[src/rtl/zfla_pkg.sv]
// Package for the zone file line assembler.
// Holds character codes, widths, the status code type and the result word struct.
// No dependencies.
`default_nettype none

package zfla_pkg;

    localparam int LINE_LIMIT = 1024;
    localparam int LEN_W = $clog2(LINE_LIMIT + 1);
    localparam int NL_W = 24;

    localparam logic [LEN_W-1:0] LIMIT_V = LEN_W'(LINE_LIMIT);
    localparam logic [NL_W-1:0] NL_MAX = {NL_W{1'b1}};

    localparam logic [7:0] CH_NEWLINE = 8'h0A;
    localparam logic [7:0] CH_SPACE = 8'h20;
    localparam logic [7:0] CH_QUOTE = 8'h22;
    localparam logic [7:0] CH_LPAREN = 8'h28;
    localparam logic [7:0] CH_RPAREN = 8'h29;
    localparam logic [7:0] CH_SEMI = 8'h3B;
    localparam logic [7:0] CH_BSLASH = 8'h5C;

    typedef enum logic [1:0] {
        STATUS_OK = 2'd0,
        STATUS_MISSING_CLOSE = 2'd1,
        STATUS_MISSING_OPEN = 2'd2
    } status_t;

    typedef struct packed {
        logic has_char;
        logic [7:0] char_out;
        logic line_end;
        logic [LEN_W-1:0] line_length;
        status_t status;
        logic input_exhausted;
        logic [NL_W-1:0] newline_count;
    } result_t;

endpackage

`default_nettype wire

[src/rtl/zfla_line_core.sv]
// Line state and per-byte update of the zone file line assembler.
// Produces at most one result word per accepted input word; uses zfla_pkg.
`default_nettype none

module zfla_line_core (
    input  wire logic            clk,
    input  wire logic            rst_n,
    input  wire logic            accept,
    input  wire logic [7:0]      byte_in,
    input  wire logic            end_of_input,
    output logic                 res_valid,
    output zfla_pkg::result_t    res
);
    import zfla_pkg::*;

    logic             quotes_reg, quotes_next;
    logic [LEN_W-1:0] depth_reg, depth_next;
    logic             comment_reg, comment_next;
    logic [7:0]       prev_reg, prev_next;
    logic [LEN_W-1:0] pending_reg, pending_next;
    logic [LEN_W-1:0] iter_reg, iter_next;
    logic [NL_W-1:0]  nl_reg, nl_next;

    always_ff @(posedge clk or negedge rst_n)
    begin
        if (!rst_n)
        begin
            quotes_reg  <= 1'b0;
            depth_reg   <= '0;
            comment_reg <= 1'b0;
            prev_reg    <= '0;
            pending_reg <= '0;
            iter_reg    <= '0;
            nl_reg      <= '0;
        end
        else if (accept)
        begin
            quotes_reg  <= quotes_next;
            depth_reg   <= depth_next;
            comment_reg <= comment_next;
            prev_reg    <= prev_next;
            pending_reg <= pending_next;
            iter_reg    <= iter_next;
            nl_reg      <= nl_next;
        end
    end

    always_comb
    begin
        logic             esc;
        logic             has;
        logic [7:0]       ch;
        logic             ends;
        status_t          st;
        logic             quotes_w;
        logic [LEN_W-1:0] depth_w;
        logic             comment_w;
        logic [LEN_W-1:0] pend_w;
        logic [LEN_W-1:0] iter_w;

        quotes_next  = quotes_reg;
        depth_next   = depth_reg;
        comment_next = comment_reg;
        prev_next    = prev_reg;
        pending_next = pending_reg;
        iter_next    = iter_reg;
        nl_next      = nl_reg;
        res_valid    = 1'b0;
        res          = '0;

        esc       = (prev_reg == CH_BSLASH);
        has       = 1'b0;
        ch        = '0;
        ends      = 1'b0;
        st        = STATUS_OK;
        quotes_w  = quotes_reg;
        depth_w   = depth_reg;
        comment_w = comment_reg;
        pend_w    = pending_reg;
        iter_w    = iter_reg;

        if (!end_of_input && byte_in == CH_NEWLINE && nl_reg != NL_MAX)
        begin
            nl_next = nl_reg + 1'b1;
        end
        res.newline_count = nl_next;

        if (end_of_input)
        begin
            res_valid  = 1'b1;
            res.status = (depth_reg != '0) ? STATUS_MISSING_CLOSE : STATUS_OK;
            if (pending_reg != '0)
            begin
                res.line_end    = 1'b1;
                res.line_length = pending_reg;
            end
            else
            begin
                res.input_exhausted = 1'b1;
            end
            quotes_next  = 1'b0;
            depth_next   = '0;
            comment_next = 1'b0;
            prev_next    = '0;
            pending_next = '0;
            iter_next    = '0;
        end
        else if (!(comment_reg && byte_in != CH_NEWLINE))
        begin
            if (byte_in == CH_QUOTE && !esc)
            begin
                quotes_w = ~quotes_reg;
                has      = 1'b1;
                ch       = byte_in;
            end
            else if (byte_in == CH_LPAREN)
            begin
                has = 1'b1;
                if (!quotes_reg && !esc)
                begin
                    depth_w = depth_reg + 1'b1;
                    ch      = CH_SPACE;
                end
                else
                begin
                    ch = byte_in;
                end
            end
            else if (byte_in == CH_RPAREN)
            begin
                if (!quotes_reg && !esc)
                begin
                    if (depth_reg == '0)
                    begin
                        ends = 1'b1;
                        st   = STATUS_MISSING_OPEN;
                    end
                    else
                    begin
                        depth_w = depth_reg - 1'b1;
                        has     = 1'b1;
                        ch      = CH_SPACE;
                    end
                end
                else
                begin
                    has = 1'b1;
                    ch  = byte_in;
                end
            end
            else if (byte_in == CH_SEMI && !esc)
            begin
                comment_w = 1'b1;
            end
            else if (byte_in == CH_NEWLINE && !esc)
            begin
                comment_w = 1'b0;
                if (depth_reg == '0)
                begin
                    ends = 1'b1;
                end
            end
            else
            begin
                has = 1'b1;
                ch  = byte_in;
            end

            pend_w = pending_reg + LEN_W'(has);

            if (!ends)
            begin
                iter_w = iter_reg + 1'b1;
                if (iter_w >= LIMIT_V)
                begin
                    ends = 1'b1;
                    st   = (depth_w != '0) ? STATUS_MISSING_CLOSE : STATUS_OK;
                end
            end

            if (ends)
            begin
                res_valid       = 1'b1;
                res.has_char    = has;
                res.char_out    = ch;
                res.line_end    = 1'b1;
                res.line_length = pend_w;
                res.status      = st;
                quotes_next     = 1'b0;
                depth_next      = '0;
                comment_next    = 1'b0;
                prev_next       = '0;
                pending_next    = '0;
                iter_next       = '0;
            end
            else
            begin
                res_valid    = has;
                res.has_char = has;
                res.char_out = ch;
                quotes_next  = quotes_w;
                depth_next   = depth_w;
                comment_next = comment_w;
                prev_next    = byte_in;
                pending_next = pend_w;
                iter_next    = iter_w;
            end
        end
    end

endmodule

`default_nettype wire

[src/rtl/zone_file_line_assembler_top.sv]
// Top level of the zone file line assembler.
// Holds the line core and a two-entry output buffer; uses zfla_pkg and zfla_line_core.
//
// The input channel carries one word per cycle while in_stall is low: a text byte,
// or an end of input mark when end_of_input is high. Each accepted word gives zero
// or one result word on the output channel: a line byte (has_char), the end of a
// logical line (line_end with line_length and status), or an empty end of input
// (input_exhausted). newline_count rides on every result word.
// A result is registered at the edge that accepts its input word, into the output
// register when that is free and else into the skid register. The line state update
// is a single level of compares and counter steps ahead of the output register.
// When the receiver stalls, the output register holds its word and one more
// result goes into a skid register; while that skid register is full, in_stall
// is high. Reset clears the line state, the newline counter and the valid flags
// of both output registers; in_stall is low right after reset.
`default_nettype none

module zone_file_line_assembler_top (
    input  wire logic                     clk,
    input  wire logic                     rst_n,
    input  wire logic                     in_valid,
    output logic                          in_stall,
    input  wire logic [7:0]               byte_in,
    input  wire logic                     end_of_input,
    output logic                          out_valid,
    input  wire logic                     out_stall,
    output logic                          has_char,
    output logic [7:0]                    char_out,
    output logic                          line_end,
    output logic [zfla_pkg::LEN_W-1:0]    line_length,
    output logic [1:0]                    status,
    output logic                          input_exhausted,
    output logic [zfla_pkg::NL_W-1:0]     newline_count
);
    import zfla_pkg::*;

    logic    accept;
    logic    res_valid;
    result_t res;

    logic    out_valid_reg;
    result_t out_reg;
    logic    skid_valid_reg;
    result_t skid_reg;
    logic    out_free;

    assign in_stall = skid_valid_reg;
    assign accept   = in_valid && !skid_valid_reg;
    assign out_free = !out_valid_reg || !out_stall;

    zfla_line_core u_core (
        .clk          (clk),
        .rst_n        (rst_n),
        .accept       (accept),
        .byte_in      (byte_in),
        .end_of_input (end_of_input),
        .res_valid    (res_valid),
        .res          (res)
    );

    always_ff @(posedge clk or negedge rst_n)
    begin
        if (!rst_n)
        begin
            out_valid_reg  <= 1'b0;
            skid_valid_reg <= 1'b0;
        end
        else if (skid_valid_reg)
        begin
            if (out_free)
            begin
                out_valid_reg  <= 1'b1;
                skid_valid_reg <= 1'b0;
            end
        end
        else if (accept && res_valid)
        begin
            if (out_free)
            begin
                out_valid_reg <= 1'b1;
            end
            else
            begin
                skid_valid_reg <= 1'b1;
            end
        end
        else if (out_free)
        begin
            out_valid_reg <= 1'b0;
        end
    end

    always_ff @(posedge clk)
    begin
        if (skid_valid_reg)
        begin
            if (out_free)
            begin
                out_reg <= skid_reg;
            end
        end
        else if (accept && res_valid)
        begin
            if (out_free)
            begin
                out_reg <= res;
            end
            else
            begin
                skid_reg <= res;
            end
        end
    end

    assign out_valid       = out_valid_reg;
    assign has_char        = out_reg.has_char;
    assign char_out        = out_reg.char_out;
    assign line_end        = out_reg.line_end;
    assign line_length     = out_reg.line_length;
    assign status          = 2'(out_reg.status);
    assign input_exhausted = out_reg.input_exhausted;
    assign newline_count   = out_reg.newline_count;

endmodule

`default_nettype wire

[config.mk]
export PLATFORM = sky130hd
export DESIGN_NAME = zone_file_line_assembler_top
export DESIGN_NICKNAME = d
export VERILOG_FILES = /design/src/rtl/zfla_pkg.sv /design/src/rtl/zfla_line_core.sv /design/src/rtl/zone_file_line_assembler_top.sv
export SDC_FILE = /design/constraint.sdc
export NUM_CORES = 1
export LEC_CHECK = 0
export ABC_AREA = 1
export BUFFER_PORTS_ARGS = -buffer_cell sky130_fd_sc_hd__buf_2
export CAP_MARGIN = 30
export CORE_ASPECT_RATIO = 0.9
export CORE_MARGIN = 4
export CORE_UTILIZATION = 65
export DETAILED_ROUTE_END_ITERATION = 7
export PLACE_DENSITY_LB_ADDON = 0.05
export RECOVER_POWER = 50
export SETUP_SLACK_MARGIN = 0.2
export SYNTH_ARGS = -nofsm -noshare
export SYNTH_HDL_FRONTEND = slang
export SYNTH_SLANG_ARGS = --single-unit
[constraint.sdc]
create_clock -name clk -period 8.15 [get_ports clk]
set_clock_uncertainty 0.05 [all_clocks]
set_input_delay 0 -clock clk [delete_from_list [all_inputs] [get_ports clk]]
set_output_delay 0 -clock clk [all_outputs]
set_load 0.1 [all_outputs]
== Yosys cells after proc, flatten, opt, wreduce, memory -nomap -nowiden ==
Cells that the tools add are included.
Word-level totals
  register bits after elaboration: 165
  input bits: 13
  output and inout bits: 50
  word-level logic and storage cells: 169
Cells by class
  add/sub/neg operators: 5
  $lt $le $gt $ge: 1
  equal/unequal tests: 13
  muxes and demuxes: 94
  bitwise operators: 3
  reductions and logical operators: 30
Operators with widths (number)
  $mux W11: 18
  $mux W48: 4
  $mux W8: 10
  $mux W1: 48
  $reduce_bool A11 Y1: 3
  $eq A8 B6 Y1 const B: 4
  $mux W14: 2
  $add A24 B1 Y24 const B: 1
  $mux W24: 1
  $ne A24 B24 Y1 const B: 1
  $mux W23: 1
  $add A11 B1 Y11 const B: 2
  $mux W2: 7
  $mux W12: 1
  $ne A3 B3 Y1 const B: 4
  $add A11 B1 Y11: 1
  $ge A11 B11 Y1 const B: 1
  $logic_not A11 Y1: 1
  $sub A11 B1 Y11 const B: 1
  $logic_and A1 B1 Y1: 9
  $mux W9: 1
  $reduce_and A3 Y1: 3
  $eq A8 B4 Y1 const B: 1
  $eq A8 B7 Y1 const B: 1
  11 further kinds: 20

== Depth between registers and ports, before layout ==
  depth in word-level cells: 19
  depth in mapped cells: 19
  depth with buffers taken out: 18

== By module ==
A second synthesis with hierarchy kept.
Second synthesis, totals
  cell total of the unflattened synthesis: 950
  area total of the unflattened synthesis: 8468.1 um^2
Modules (own cells, without submodules)
  zfla_line_core: times used 1, cells an instance 686, area each 4879.7 um^2, sequential area each 1676.6 um^2
  zone_file_line_assembler_top: times used 1, cells an instance 264, area each 3588.4 um^2, sequential area each 2932.8 um^2

== Worst setup path after synthesis ==
Ideal clock, no wire load.
  path kind: reg2reg
  from: register u_core.depth_reg[0]
  to: register skid_reg[0] in the netlist's numbering (enable)
  setup time: 0.469 ns
  arrival: 4.021 ns
  required time: 7.631 ns
  slack: 3.610 ns
  cell stages (with the launch flop): 15
  path buffers: 0
  period minus slack after synthesis: 4.540 ns
  cells stage by stage: dfrtp_1 > inv_1 > ha_1 > inv_1 > nor2_2 > nand3_4 > o21ai_2 > nand2_1 > nor2_2 > nand2_2 > nand2_4 > nor2_4 > inv_2 > nand2_2 > a21oi_1
On the way
  cells in the longest elaborated chain, start to end: 17
  elaborated cells between the ends (all ways): 25
  those cells by class: 22 x mux; 3 x reduce/logical
RTL lines
  start, declared: line zfla_line_core.sv:17  | logic [LEN_W-1:0] depth_reg, depth_next;
  start signal, assigned: line zfla_line_core.sv:39  | depth_reg <= depth_next;
  $logic_not A11 Y1 *: line zfla_line_core.sv:133, zfla_line_core.sv:158
  $mux W1: line zfla_line_core.sv:133, zfla_line_core.sv:158
  $mux W1: line zfla_line_core.sv:155  | else if (byte_in == CH_NEWLINE && !esc)
  $mux W1: line zfla_line_core.sv:151  | else if (byte_in == CH_SEMI && !esc)
  $mux W1: line zfla_line_core.sv:129  | else if (byte_in == CH_RPAREN)
  $mux W1: line zfla_line_core.sv:116  | else if (byte_in == CH_LPAREN)
  $mux W1: line zfla_line_core.sv:110  | if (byte_in == CH_QUOTE && !esc)
  $mux W1: line zfla_line_core.sv:108  | else if (!(comment_reg && byte_in != CH_NEWLINE))
  $mux W1: line zfla_line_core.sv:88  | if (end_of_input)
  $mux W1: line zfla_line_core.sv:171  | if (!ends)
  $mux W1: line zfla_line_core.sv:108
  $mux W1: line zfla_line_core.sv:88
  $mux W1 *: line zfla_line_core.sv:181  | if (ends)
  $mux W1 *: line zfla_line_core.sv:108
  $mux W1 *: line zfla_line_core.sv:88
  $logic_and A1 B1 Y1 *: line zone_file_line_assembler_top.sv:102  | else if (accept && res_valid)
  $reduce_and A3 Y1 (no line) *
  end signal, assigned: line zone_file_line_assembler_top.sv:110  | skid_reg <= res;
  end, declared: line zone_file_line_assembler_top.sv:44  | result_t skid_reg;
Mark *: on every way between the ends. The rest lies on a longest branch, timed or not. The select of a mux whose other input is x is not followed.
A chain may end at the register's enable or synchronous reset.

== Worst setup path in the final report ==
  from: register skid_valid_reg, in the netlist in_stall
  to: register skid_reg[27] in the netlist's numbering (enable)
On the way
  cells in the longest elaborated chain, start to end: 4
  elaborated cells between the ends (all ways): 5
  those cells by class: 1 x bitwise; 4 x reduce/logical
RTL lines
  start, declared: line zone_file_line_assembler_top.sv:43  | logic skid_valid_reg;
  start signal, assigned: line zone_file_line_assembler_top.sv:66  | skid_valid_reg <= 1'b0;
  start signal, assigned: line zone_file_line_assembler_top.sv:73  | skid_valid_reg <= 1'b0;
  start signal, assigned: line zone_file_line_assembler_top.sv:84  | skid_valid_reg <= 1'b1;
  $logic_not A1 Y1: line zone_file_line_assembler_top.sv:48  | assign accept = in_valid && !skid_valid_reg;
  $logic_and A1 B1 Y1: line zone_file_line_assembler_top.sv:48
  $logic_and A1 B1 Y1: line zone_file_line_assembler_top.sv:102
  $reduce_and A3 Y1 (no line) *
Mark *: on every way between the ends. The rest lies on a longest branch, timed or not.

==> impl_metrics.csv <==
group,metric,value,unit
setup_path,cpLargestDelayFamily,"buffers and inverters",
cells_and_area,synthToLayoutAreaGrowth,11.54,%
timing,rsz0062_at_grt,"no",
die,die-area,15090,um2
clock_network,cts_root_buf,"clkbuf_16",
clock_network,h-tree-depth,4,
setup_path,r2r_setup_slack,4.08,ns
grt,track_usage,26.30,%
drt,antenna_left,0,
power_and_ir_drop,p_per_area,267.7,nW/um2
timing,fin_crit_sh,49.94,%
logic_synthesis,ys_warn_count,0,
die,die_x,129.1,um
flow_run,cap_violations,1,
power_and_ir_drop,peakVddDrop,0.1961,mV
clock_network,clk_path_buf_depth,2,
logic_synthesis,synth_edf_count,96,
logic_synthesis,synth_top_area_share,33.63,%
clock_network,cts_made_buffers,17,
timing,tns,0,ns
placement,portBuffers,62,
hold_path,hp-class,"in2reg",
logic_synthesis,synth_cell_types,50,
drt,routed-via-count,6506,
logic_synthesis,yosys.area.top_type,"edfxtp_1",
timing,hold_viol,0,
setup_path,path_class,"reg2reg",
timing,worst_slew_pin_slew,3.838,ns
timing,fmax,245.7,MHz
cells_and_area,drive_above_1_share,13.97,%
drt,wl,18.84,mm
clock_network,clk_transition_reported_paths,0.06,ns
grt,grt_pass1_wl,30.99,mm
drt,drt-pass1-iter-count,5,
logic_synthesis,synth_commonest_cells,"nand2_1 (305), edfxtp_1 (96), inv_1 (72)",
logic_synthesis,yosysMostFrequentCell,"nand2_1",
die,fp.dieH,117.0,um
logic_synthesis,syn-num-nets,940,
run_status,violations,"capacitance limit, slew limit",
setup_path,start_kind,"flop",
placement,routabilityCongestion,0.9079,
grt,antenna_found_initial,0,
cells_and_area,insertedDiodeCount,0,
setup_path,cp.required,8.17,ns
die,pin_count,63,
timing,finalSetupViolCount,0,
die,core_area,12780,um2
logic_synthesis,syn_area_per_cell,9.319,um2
setup_path,cp_cell_sequence,"inv_1 -> nand2_1 -> inv_1 -> buf_16 -> nand2_1 -> inv_2 -> nand2_2 -> a21oi_4 -> buf_4",
power_and_ir_drop,power_frac_seq,42.1,%
logic_synthesis,synth_area_leaders,"edfxtp_1 (34%), dfrtp_1 (20%), nand2_1 (13%)",
power_and_ir_drop,p_clk_share,31.7,%
setup_path,slowest_delay,0.78,ns
cells_and_area,final_util,74.80,%
setup_path,cp-end-kind,"flop",
grt,grt_pass1_vias,6185,
logic_synthesis,syn-cell-area,8573,um2
grt,gr-total-overflow,0,
logic_synthesis,yosysSeqAreaShare,53.77,%
power_and_ir_drop,p_sw_share,36.86,%
timing,slew_headroom,-155.9,%
logic_synthesis,async_reset_ff_share,41.82,%
setup_path,cp.buffers_inverters,5,
clock_network,cts_tree,"yes",
power_and_ir_drop,p_comb_share,26.1,%
power_and_ir_drop,p_switching,0.9435,mW
logic_synthesis,synthFlopType,"edfxtp_1",
logic_synthesis,postSynthCellCount,920,
power_and_ir_drop,p_int,1.617,mW
drt,vias_per_cell,5.580,
setup_path,cpMaxStageDelayCell,"inv_2",
grt,grt_max_degree,70,
drt,routedWlPerCell,16.16,um
clock_network,clock_sinks,165,
logic_synthesis,yosys_register_bits,165,
timing,slew_viol_final,70,
drt,drt_iter0_markers,560,
clock_network,clk_latency,0.42,ns
setup_path,worst-path-max-fanout,37,
setup_path,arrival,4.09,ns
power_and_ir_drop,p_leak,4.084,nW
die,num_rows,39,
placement,place_hpwl,12.83,mm
drt,drcViolationCount,0,
cells_and_area,largest_register_ff_count,48,
die,initial_utilization,67.06,%
timing,period_needed,4.070,ns
run_status,outcome,"complete, but fails checks",
cells_and_area,fin_nets,1010,
[worst register-to-register path: stages, from the launching register on]
cell,delay [ns]
dfrtp_1,0.38
inv_1,0.07
nand2_1,0.26
inv_1,0.44
buf_16,0.22
nand2_1,0.33
inv_2,0.78
nand2_2,0.23
a21oi_4,0.44
buf_4,0.50
[power groups by stage]
stage | Clock (mW) | Sequential (mW) | Combinational (mW)
finish | 0.813 | 1.08 | 0.669
global route | 0.862 | 1.09 | 0.717
CTS | 0.826 | 1.08 | 0.679
detailed placement | 0 | 1.09 | 0.671
global placement | 0 | 1.09 | 0.658
floorplan | 0 | 1.40 | 0.234
[worst paths after layout]
| check | from | cells past startpoint | endpoint |
|---|---|---|---|
| worst min-delay path | in_valid | 4 | u_core.nl_reg[14]$_DFFE_PN0P_ |
| max in group asynchronous | rst_n | 3 | u_core.prev_reg[2]$_DFFE_PN0P_ |
| worst max register to register | in_stall$_DFF_PN0_ | 9 | skid_reg[27]$_DFFE_PP_ |
| worst max-delay path | in_stall$_DFF_PN0_ | 9 | skid_reg[27]$_DFFE_PP_ |
| min in group asynchronous | rst_n | 3 | u_core.depth_reg[3]$_DFFE_PN0P_ |
| worst min register to register | u_core.prev_reg[3]$_DFFE_PN0P_ | 2 | u_core.prev_reg[3]$_DFFE_PN0P_ |
[repair_timing]
item	in CTS	in global routing
gates resized for setup	0	0
setup buffers	0	0
endpoints found under the hold margin	88	0
endpoints found under the setup margin	0	0
hold buffers	11	0
[layout by cell type (no fill, tap or decap), types with 3 or more instances in the layout]
master / n
buf_4: 3
inv_1: 73
o21ai_2: 5
nor3_1: 19
a31oi_1: 3
nand3b_1: 3
nor3_2: 5
xor2_1: 32
nand3_1: 40
nand2_2: 5
inv_6: 3
nor2_4: 5
o21ai_1: 3
a21oi_1: 5
nor4_1: 7
buf_2: 11
inv_2: 21
clkbuf_1: 53
bufinv_16: 3
dfrtp_1: 69
nand2_1: 310
nand4_1: 15
clkbuf_16: 17
o21ai_0: 33
o22ai_1: 3
ha_1: 7
nor2_1: 70
nor2_2: 6
edfxtp_1: 96
dlygate4sd3_1: 11
o22ai_2: 33
clkinvlp_4: 3
[per-layer routing]
| metal | part of all wire (%) | track usage [%] | wire length [um] |
|---|---|---|---|
| met1 | 46 | 38.49 | 8714 |
| met2 | 46 | 40.95 | 8750 |
| met3 | 5.9 | 4.764 | 1115 |
| met4 | 1.4 | 7.488 | 260 |
| met5 | 0 | 0 | 0 |
[final cells by class]
type | count | area (um2)
Timing Repair Buffer | 79 | 431.7
Sequential cell | 165 | 4609
Multi-Input combinational cell | 632 | 3368
Fill cell | 937 | 3222
Clock inverter | 12 | 156.4
Inverter | 95 | 359.1
Clock buffer | 19 | 432.9
Tap cell | 164 | 205.2
[per-stage QoR]
stage	area [um2]	cells	hold WS, ns	setup WS, ns	power [mW]
after global placement	8974	1122	0.2006	3.919	1.747
after detailed placement	8974	1122	0.2224	3.770	1.764
after global routing	9563	1166	0.1055	3.603	2.667
after floorplan	8573	920	-0.3456	3.610	1.637
final	9563	1166	0.08686	4.080	2.560
after CTS	9673	1164	0.06494	3.730	2.583
[kinds of logic after synthesis]
kind of cell,share of synthesized area [%]
simple gates,26.30
flops,53.77
buf+inv,6.013
compound gates,8.844
xor+xnor,3.926
fa+ha+maj,1.022
mux,0.1313
Power figures use the tool's default switching activity.
